File: src/design/brs_pkg.sv
// brs_pkg: shared sizes, opcodes, item structs and controller/datapath types
// for the block decomposed range sum unit. No dependencies.
package brs_pkg;

   // store geometry; BLOCK_SIZE and DEPTH are powers of two
   localparam int DEPTH      = 1024;
   localparam int BLOCK_SIZE = 32;
   localparam int NUM_BLOCKS = (DEPTH + BLOCK_SIZE - 1) / BLOCK_SIZE;

   localparam int FIELD_IDX_W = 10;
   localparam int VALUE_W     = 32;
   localparam int SUM_W       = 64;
   localparam int BSUM_W      = 42;

   localparam int ADDR_W = $clog2(DEPTH);
   localparam int OFS_W  = $clog2(BLOCK_SIZE);
   localparam int BLK_W  = $clog2(NUM_BLOCKS);
   // walk counter must hold indices up to last + BLOCK_SIZE
   localparam int CNT_W  = ADDR_W + 1;

   localparam logic OP_UPDATE = 1'b0;
   localparam logic OP_QUERY  = 1'b1;

   typedef struct packed {
      logic                          op;
      logic [FIELD_IDX_W-1:0]        first_index;
      logic [FIELD_IDX_W-1:0]        last_index;
      logic signed [VALUE_W-1:0]     value;
   } brs_req_type;

   typedef struct packed {
      logic signed [SUM_W-1:0] range_sum;
      logic                    range_error;
   } brs_rsp_type;

   typedef enum logic [2:0] {
      ST_CLEAR,
      ST_IDLE,
      ST_UPD_READ,
      ST_UPD_WRITE,
      ST_QUERY,
      ST_DRAIN
   } brs_state_type;

   typedef struct packed {
      logic clear;
      logic load;
      logic upd_read;
      logic upd_write;
      logic issue_elem;
      logic issue_block;
      logic respond;
   } brs_cmd_type;

   typedef struct packed {
      logic sweep_last;
      logic upd_in_range;
      logic walk_done;
      logic block_ok;
   } brs_stat_type;

endpackage

File: src/design/brs_controller.sv
// brs_controller: sequencer for the clearing sweep, point updates and the
// range walk. Commands brs_datapath; uses brs_pkg.
module brs_controller
   import brs_pkg::*;
(
   input  logic         clock,
   input  logic         reset,
   input  logic         start,
   input  logic         req_op,
   input  brs_stat_type stat,
   output brs_cmd_type  cmd,
   output logic         busy
);

   brs_state_type state_ff, state_in;

   always_ff @(posedge clock) begin
      if (reset) begin
         state_ff <= ST_CLEAR;
      end else begin
         state_ff <= state_in;
      end
   end

   always_comb begin
      state_in = state_ff;
      cmd      = '0;
      case (state_ff)
         ST_CLEAR: begin
            cmd.clear = 1'b1;
            if (stat.sweep_last) begin
               state_in = ST_IDLE;
            end
         end
         ST_IDLE: begin
            if (start) begin
               cmd.load = 1'b1;
               state_in = (req_op == OP_UPDATE) ? ST_UPD_READ : ST_QUERY;
            end
         end
         ST_UPD_READ: begin
            if (stat.upd_in_range) begin
               cmd.upd_read = 1'b1;
               state_in     = ST_UPD_WRITE;
            end else begin
               state_in = ST_IDLE;
            end
         end
         ST_UPD_WRITE: begin
            cmd.upd_write = 1'b1;
            state_in      = ST_IDLE;
         end
         ST_QUERY: begin
            // whole aligned blocks use the stored sum, edges go by element
            if (stat.walk_done) begin
               state_in = ST_DRAIN;
            end else if (stat.block_ok) begin
               cmd.issue_block = 1'b1;
            end else begin
               cmd.issue_elem = 1'b1;
            end
         end
         ST_DRAIN: begin
            cmd.respond = 1'b1;
            state_in    = ST_IDLE;
         end
         default: begin
            state_in = ST_IDLE;
         end
      endcase
   end

   assign busy = (state_ff != ST_IDLE);

endmodule

File: config.mk
export PLATFORM = sky130hd
export DESIGN_NAME = brs_controller
export DESIGN_NICKNAME = d
export VERILOG_FILES = /design/src/design/brs_pkg.sv /design/src/design/brs_controller.sv
export SDC_FILE = /design/constraint.sdc
export NUM_CORES = 1
export LEC_CHECK = 0
export ABC_AREA = 1
export BUFFER_PORTS_ARGS = -buffer_cell sky130_fd_sc_hd__buf_4
export CAP_MARGIN = 20
export CORE_AREA = 2 2 39 41
export DETAILED_ROUTE_END_ITERATION = 6
export DIE_AREA = 0 0 41 43
export GPL_ROUTABILITY_DRIVEN = 0
export HOLD_SLACK_MARGIN = 0.06
export PLACE_DENSITY = 0.44
export SYNTH_ARGS = -nofsm -noshare
export SYNTH_HDL_FRONTEND = slang
export SYNTH_SLANG_ARGS = --single-unit
export TNS_END_PERCENT = 20
File: constraint.sdc
create_clock -name clock -period 1.9 [get_ports clock]
set_input_delay 0.095 -clock clock [delete_from_list [all_inputs] [get_ports clock]]
set_output_delay 0.095 -clock clock [all_outputs]
set_load 0.1 [all_outputs]
======== Word level (Yosys, flattened, before mapping) ========
Cells that the tools add are included.
operators by class
  equal/unequal tests ..................... 9
  muxes and demuxes ....................... 17
  reduce and logical (&&, ||, !) cells .... 2
operators with widths
  operator                                       count
  2-to-1 mux 3 bit                               4
  one-hot mux 3 bit (4 select lines)             1
  2-to-1 mux 1 bit                               9
  == test 3 x 2 -> 1 bit, second input constant  2
  == test 3 bit, second input constant           2
  2-to-1 mux 2 bit                               3
  != test 2 bit, second input constant           3
  == test 3 x 1 -> 1 bit, second input constant  1
  zero test 3 bit                                1
  != test 3 x 1 -> 1 bit, second input constant  1
  AND reduction 3 bit                            1
storage, ports and cells
  flip-flop bits (word level) ............. 3
  input bits .............................. 8
  output and inout bits ................... 8

======== Depth between registers and ports, before layout ========
Gate-level depths: netlist of run 1.
  word-level depth ........................ 3
  gate-level depth with buffers ........... 6
  depth with buffers taken out ............ 6

======== Worst setup path after synthesis of run 1 ========
Ideal clock, no wire load.
  path type ............................... register to register
  start point ............................. register state_ff[2]
  end point ............................... register state_ff[0]
  library setup time ...................... 0.192 ns
  arrival ................................. 2.493 ns
  path slack .............................. -0.785 ns
  stages on the path, launching flop included .. 5
  period minus slack after synthesis ...... 2.685 ns
  cells stage by stage .................... dfxtp_1 > inv_2 > nand3_2 > nor2_1 > nor3_1
on the way
  word-level cells in the longest chain between the ends .. 3
  elaborated cells on any way between the ends .. 9
  those cells by class .................... 6 x eq/ne; 1 x mux; 2 x reduce/logical
ends and longest elaborated chain
  item                                   RTL line              RTL
  start, declared                        brs_controller.sv:15  brs_state_type state_ff, state_in;
  start signal, assigned                 brs_controller.sv:21  state_ff <= state_in;
  == test 3 bit (tied with other cells)  brs_controller.sv:28  case (state_ff)
  != test 2 bit (no source line)         --
  AND reduction 3 bit (no source line)   --
Parallel ways exist; a longest one is shown, timed or not.
A chain may end at the register's enable or synchronous reset.

==> flow_summary.ini, run 1 <==
[placed_design]
place_hpwl_um = 488
portBuffers = 15
place_ws_ns = 0.780

[grt]
grt_pass1_wl_mm = 1.06
track_usage_pct = 9.62
grt_pass1_vias = 279
grt_antenna_before_repair = 0
gr-total-overflow = 0
grt_start_max_net_pins = 6

[critical_path]
worstPathMaxFanout = 4
reg2reg_slack_ns = 0.86
critical_path_class = flop to output pin
path_cells = nor2_2, nand3_1, nor2_1, buf_4
arrival_ns = 1.25
cp-end-kind = output pin
cp_data_required_time_ns = 1.80
crit_slowest_cell = dfxtp_1
cp_slowest_stage_delay_ns = 0.34
reg2reg_to = state_ff[2]$_SDFFE_PP0P_
r2r_cells = 6
r2r-start = state_ff[1]$_SDFFE_PP0P_
critPathLaunchType = flop

[detailed_routing]
drt_drc_violations_left = 0
vias = 273
wl_per_cell_um = 8.70
antenna_left = 0
first_iter_violations = 2
drt-total-wl_um = 609
vias_per_cell = 3.90
dr.pass1.iters = 3

[timing]
timing.hold.ws_ns = 0.144
setup_viol = 0
fmaxAchievable_mhz = 741
hold_violations = 0
slew_headroom_pct = 81.6
worst_pin_slew_ns = 0.279
post-route-period-util_pct = 71.0
fin_ws_ns = 0.551
maxSlewViolCount = 0
fin_crit_ns = 1.35
fin_tns_setup_ns = 0
clock_skew_ns = 0.00919
rsz0062_at_grt = no

[clocking]
cts_resized = 0
h-tree-depth = 1
clock_latency_ns = 0.24
cts_buffer_depth = 2
cts_buffers = 3
post_cts_buffers = 0
cts.clk_slew.worst_paths_ns = 0.04
clkSinkCount = 3
cts_tree = yes
ctsHoldBuffers = 1
clock-root-buffer = clkbuf_4

[final_layout]
multi_input_comb_area_um2 = 116
syn_to_final_growth_pct = 84.0
seqCellArea_um2 = 60.1
top_regs = state_ff x3
n_antenna_cell = 0
regMostFlops = state_ff
fin_nets = 63
final_common_cell = buf_4
fin_util_pct = 27.1
nFillCells = 158
layout-drive-gt1-share_pct = 44.4
largest_reg_flops = 3
final_cell_mix = 15 x buf_4, 7 x inv_1, 5 x nand2_1

[die]
rows = 14
initial_utilization_pct = 14.7
dieArea_um2 = 1760
dieHeight_um = 43
core_area_um2 = 1380
io_pins = 16
die_w_um = 41

[power_and_ir_drop]
seqPwrFrac_pct = 21.8
p_comb_share_pct = 43.9
power_density_nw_per_um2 = 921
leakage_nw = 0.195
vdd_drop_max_uv = 342
switchingPower_w = 0.000160
p_sw_share_pct = 46.2
p_int_w = 0.000186
finalPower_w = 0.000346
clkPwrFrac_pct = 34.4

[synthesis]
ys_types = 12
seq_area_frac_synth_pct = 29.4
synth_nets = 42
synth.avg_cell_area_um2 = 6.00
synth_warnings = 0
syn_inst = 34
synth_seq_cells = 3
synth.cell_area_um2 = 204

[outcome]
status = completed

[min_path]
hp-start = req_op
min_path_cells = 4
hold-path-endpoint = state_ff[1]$_SDFFE_PP0P_
hold_path.class = primary input to flop

[flow_run]
cap_violations = 0
==> layout make-up <==
class                      instances  area share (%)
multi-input combinational         23            31.0
timing repair buffer              16            32.7
tap                               16            5.33
inverter                           8            8.00
clock buffer                       4            7.00
sequential                         3            16.0
==> worst max-delay path: cells and delay by family (launching register included) <==
family | cells | cell delay [ns]
AND/OR/NAND/NOR | 3 | 0.39
flip-flops | 1 | 0.34
buffers and inverters | 1 | 0.29
==> synth_stat cells (all sizes together) <==
master  n  area share [%]
a21oi   1             2.5
nor2    7              17
nor3    4             9.8
dfxtp   3              29
nand2   5             9.2
nand3   3             9.8
nand4   1             3.1
inv     8              15
o21ai   2             4.9
==> layer usage <==
layer / vias to the layer above / track usage, % / wire length (um)
met1: 113 / 10.9 / 261
met4: 0 / 8.00 / 8
li1: 146 / - / -
met3: 2 / 4.71 / 56
met5: - / 0 / 0
met2: 12 / 12.8 / 282
==> power by group through the flow <==
stage	clock (W)	combinational [W]	sequential (W)
after global routing	0.000131	0.000161	0.0000761
final	0.000119	0.000152	0.0000753
after CTS	0.000123	0.000153	0.0000752
after detailed placement	0	0.000151	0.0000763
after floorplan	0	0.000116	0.0000752
after global placement	0	0.000151	0.0000765
==> worst max path at each step <==
stage,from,depth (start not counted),endpoint,slack (ns)
global placement,state_ff[0]$_SDFFE_PP0P_,4,cmd[2],0.78
finish,state_ff[0]$_SDFFE_PP0P_,4,cmd[2],0.55
floorplan,state_ff[0]$_SDFFE_PP0P_,2,cmd[0],-0.71
CTS,state_ff[0]$_SDFFE_PP0P_,4,cmd[2],0.53
global route,state_ff[0]$_SDFFE_PP0P_,3,cmd[3],0.47
detailed placement,state_ff[0]$_SDFFE_PP0P_,4,cmd[2],0.78
==> cells by family (layout without fill, tap and decap cells) <==
logic type,Yosys count,count (layout),synth area share [%]
AO/OA/AOI/OAI,3,3,7.36
buffers and inverters,8,28,14.7
flip-flops,3,3,29.4
AND/OR/NAND/NOR,20,20,48.5
==> per-stage QoR <==
step	area (um^2)	instances
CTS	375	70
global route	375	70
floorplan	206	34
detailed placement	339	65
finish	375	70
global placement	339	65
No activity file was read; power rests on OpenSTA's default activity.
==> run 2, diff against run 1 <==
Clock period 1.9 ns to 1.3 ns, I/O delays scaled along.
==> run 2 against run 1 <==
Against the previous run:
- via count is 0.73% lower
- first-iteration DRC count is 100% lower
- combinational power is 69% higher
- largest cell class is now multi-input combinational cells
- sequential cell count stayed put
- die area stayed put
- utilization is 8.0 points higher
- sequential power is 58% higher
- non-clock buffer count stayed put
- register-to-register slack worse by 0.60 ns
- largest power group unchanged
==> flow_summary.ini, run 2 (synthesis results as in run 1) <==
[clocking]
cts.clk_slew.worst_paths_ns = 0.04
post_cts_buffers = 0
cts_tree = yes
h-tree-depth = 1
cts_buffer_depth = 2
clock-root-buffer = clkbuf_4
clock_latency_ns = 0.23
cts_buffers = 3
clkSinkCount = 3

[placed_design]
portBuffers = 15
placed_cells = 65
placed_area_um2 = 387
place_hpwl_um = 500

[final_layout]
fin_nets = 63
multi_input_comb_area_um2 = 176
stdcell_area_um2 = 487
syn_to_final_growth_pct = 139
top_regs = state_ff x3
n_antenna_cell = 0
seqCellArea_um2 = 63.8
layout-drive-gt1-share_pct = 64.8
nFillCells = 152
final_cell_mix = 9 x buf_4, 5 x inv_1, 5 x nand2_1
largest_reg_flops = 3
instances_no_fill = 70
regMostFlops = state_ff
final_common_cell = buf_4

[min_path]
min_path_cells = 4
hold_path.class = primary input to flop

[grt]
grt_antenna_before_repair = 0
grtUsageMet1_pct = 8.65
grt_start_max_net_pins = 6
grt_pass1_wl_mm = 1.01
gr-total-overflow = 0
grt_use_met3_pct = 5.24
grt_pass1_vias = 273
track_usage_pct = 8.73
grt.busiest_layer = met2
gr-usage-met2_pct = 12.8

[timing]
timing.hold.ws_ns = 0.135
fin_crit_ns = 1.24
hold_violations = 0
clock_skew_ns = 0.00165
maxSlewViolCount = 0
worst_pin_slew_ns = 0.280
setup_viol = 0
rsz0062_at_grt = no
post-route-period-util_pct = 95.0
fmaxAchievable_mhz = 809
slew_headroom_pct = 81.5

[critical_path]
worstPathMaxFanout = 5
crit_slowest_cell = dfxtp_2
critical_path_class = flop to output pin
cp-end-kind = output pin
path_cells = inv_2, nand3_4, buf_4
critPathLaunchType = flop
cp_slowest_stage_delay_ns = 0.42
r2r_cells = 6
arrival_ns = 1.17
cp_data_required_time_ns = 1.24

[flow_run]
cap_violations = 0

[die]
dieArea_um2 = 1760
die_w_um = 41
core_area_um2 = 1380
rows = 14
dieHeight_um = 43
initial_utilization_pct = 14.7
io_pins = 16

[detailed_routing]
first_iter_violations = 0
antenna_left = 0
drt_drc_violations_left = 0
wl_per_cell_um = 8.30
vias_per_cell = 3.87
vias = 271
dr.pass1.iters = 1
drt-total-wl_um = 581

[power_and_ir_drop]
leakage_nw = 0.212
power_density_nw_per_um2 = 1110
vdd_drop_max_uv = 387

[outcome]
status = completed
[run 2: report_power, final]
part	total (W)	leakage, nW	switching, W	internal [W]
Sequential	0.000119	0.0258	0.0000173	0.000102
Clock	0.000163	0.0150	0.0000480	0.000115
Combinational	0.000257	0.171	0.000181	0.0000761
[run 2: worst paths after layout]
| path | startpoint | slack (ns) | to |
|---|---|---|---|
| setup / recovery | state_ff[1]$_SDFFE_PP0P_ | 0.06 | busy |
| hold / removal | req_op | 0.14 | state_ff[1]$_SDFFE_PP0P_ |
| setup reg to reg | state_ff[1]$_SDFFE_PP0P_ | 0.26 | state_ff[2]$_SDFFE_PP0P_ |
| hold reg to reg | state_ff[2]$_SDFFE_PP0P_ | 0.59 | state_ff[2]$_SDFFE_PP0P_ |
[run 2: timing repair]
item,in CTS,in global routing
gates resized for setup,12,5
endpoints found under the setup margin,6,4
endpoints found under the hold margin,3,0
pin swaps,1,1
hold buffers,1,0
[run 2: cell type report]
cell class | count | share of cell area (%)
Timing Repair Buffer | 16 | 35.0
Inverter | 8 | 6.17
Tap cell | 16 | 4.11
Clock buffer | 4 | 5.40
Multi-Input combinational cell | 23 | 36.2
Sequential cell | 3 | 13.1
[run 2: worst max-delay path: cells and delay by family, from the launching register on]
family / cells / cell delay (ns)
simple gates: 1 / 0.12
flops: 1 / 0.42
buf+inv: 2 / 0.40
[run 2: layer usage]
layer / vias to the layer above / wire (um)
met2: 11 / 271
met1: 113 / 252
met5: - / 0
met3: 0 / 57
li1: 147 / -
met4: 0 / 0
[run 2: per-stage QoR]
| stage | setup slack, ns | setup TNS, ns | utilization (%) | total power (W) |
|---|---|---|---|---|
| 2_1_floorplan | -0.350 | -1.39 | - | 0.000302 |
| 3_3_place_gp | 0.187 | 0 | 27.9 | 0.000357 |
| 3_5_place_dp | 0.179 | 0 | 27.9 | 0.000356 |
| 4_1_cts | 0.0115 | 0 | 33.8 | 0.000539 |
| 5_1_grt | 0.00577 | 0 | 35.2 | 0.000574 |
| 6_report | 0.0645 | 0 | 35.2 | 0.000540 |
==> run 3, diff against run 2 <==
Settings changed: REMOVE_ABC_BUFFERS from default to 1.
==> run 3 against run 2 <==
Against the previous run:
- maximum frequency fell by 2.3%
- critical path type unchanged
- clock skew up 0.0037 ns
- wire length up 3.1%
- critical endpoint is now cmd[5]
==> flow_summary.ini, run 3 (synthesis results as in run 1) <==
[outcome]
status = completed

[flow_run]
cap_violations = 0

[detailed_routing]
wl_per_cell_um = 8.56
vias_per_cell = 3.86
dr.pass1.iters = 1
drt-total-wl_um = 599
first_iter_violations = 0
antenna_left = 0
drt_drc_violations_left = 0
vias = 270

[final_layout]
instances_no_fill = 70
layout-drive-gt1-share_pct = 48.1
final_cell_mix = 9 x buf_4, 7 x inv_1, 5 x nand2_1
largest_reg_flops = 3
fin_nets = 63
final_common_cell = buf_4
multi_input_comb_area_um2 = 129
nFillCells = 153
top_regs = state_ff x3
seqCellArea_um2 = 60.1
regMostFlops = state_ff
fin_util_pct = 30.9
syn_to_final_growth_pct = 110
n_antenna_cell = 0

[die]
rows = 14
io_pins = 16
core_area_um2 = 1380
initial_utilization_pct = 14.7
dieHeight_um = 43
dieArea_um2 = 1760
die_w_um = 41

[timing]
timing.hold.ws_ns = 0.151
slew_headroom_pct = 81.5
hold_violations = 0
maxSlewViolCount = 0
setup_viol = 0
rsz0062_at_grt = yes
fin_crit_ns = 1.26
worst_pin_slew_ns = 0.279
post-route-period-util_pct = 97.3
fmaxAchievable_mhz = 791
clock_skew_ns = 0.00533

[clocking]
cts.clk_slew.worst_paths_ns = 0.04
cts_buffer_depth = 2
h-tree-depth = 1
cts_tree = yes
clkSinkCount = 3
cts_buffers = 3
post_cts_buffers = 0
clock_latency_ns = 0.23
clock-root-buffer = clkbuf_4

[power_and_ir_drop]
power_density_nw_per_um2 = 1190
p_int_w = 0.000283
leakage_nw = 0.205
clkPwrFrac_pct = 30.7
vdd_drop_max_uv = 515
finalPower_w = 0.000507
switchingPower_w = 0.000224
p_comb_share_pct = 47.5
p_sw_share_pct = 44.1
seqPwrFrac_pct = 21.8

[placed_design]
portBuffers = 15
placed_cells = 65
place_hpwl_um = 472

[critical_path]
arrival_ns = 1.20
cp-end-kind = output pin
critical_path_class = flop to output pin
cp_data_required_time_ns = 1.24
worstPathMaxFanout = 5
critPathLaunchType = flop

[grt]
grt_pass1_vias = 249
grt_antenna_before_repair = 0
track_usage_pct = 8.13
gr-total-overflow = 0
grt_start_max_net_pins = 6
grt_pass1_wl_um = 931

[min_path]
hold_path.class = primary input to flop
run 3: cell counts in the layout (fill, tap and decap cells not counted):
Identical to the previous run, type by type.
run 3: power by group through the flow:
stage / logic, W / clock network (W) / registers [W]
6_report: 0.000241 / 0.000156 / 0.000111
3_3_place_gp: 0.000220 / 0 / 0.000111
5_1_grt: 0.000254 / 0.000174 / 0.000113
3_5_place_dp: 0.000219 / 0 / 0.000112
2_1_floorplan: 0.000168 / 0 / 0.000110
4_1_cts: 0.000226 / 0.000162 / 0.000110
run 3: worst paths after layout:
kind	from	end	slack [ns]	cells after the start
setup / recovery	state_ff[2]$_SDFFE_PP0P_	cmd[5]	0.04	4
hold / removal	req_op	state_ff[1]$_SDFFE_PP0P_	0.15	4
setup reg to reg	state_ff[2]$_SDFFE_PP0P_	state_ff[2]$_SDFFE_PP0P_	0.22	5
hold reg to reg	state_ff[2]$_SDFFE_PP0P_	state_ff[2]$_SDFFE_PP0P_	0.58	2
run 3: stage by stage:
| stage | setup WS [ns] | cell area [um^2] | setup TNS (ns) |
|---|---|---|---|
| floorplan | -1.39 | 204 | -7.78 |
| global placement | 0.196 | 337 | 0 |
| detailed placement | 0.210 | 337 | 0 |
| CTS | 0.0126 | 383 | 0 |
| global route | -0.0463 | 428 | -0.185 |
| finish | 0.0357 | 428 | 0 |
run 3: worst max-delay path, stage by stage (launching register included):
cell and delay [ns]:
dfxtp_1 0.35, inv_2 0.10, nand3_2 0.17, nor2_4 0.16
buf_12 0.19
run 3: per-layer routing:
layer	share of wire (%)	up-vias	GRT usage [%]	wire length, um
met5	0	-	0	0
met4	0	0	4.00	0
met3	6.8	0	3.14	41
met2	51	8	12.5	308
met1	42	116	9.32	250
li1	-	146	-	-
run 3: layout make-up:
type	count	share of cell area, %
timing repair buffer	16	38.0
multi-input combinational	23	30.1
sequential	3	14.0
inverter	8	7.02
clock buffer	4	6.14
tap	16	4.68
run 3: timing repair:
item | in CTS | in global routing
gates resized for setup | 3 | 11
pin swaps | 0 | 2
hold endpoints to repair | 3 | 0
hold buffers | 1 | 0
endpoints found under the setup margin | 2 | 7
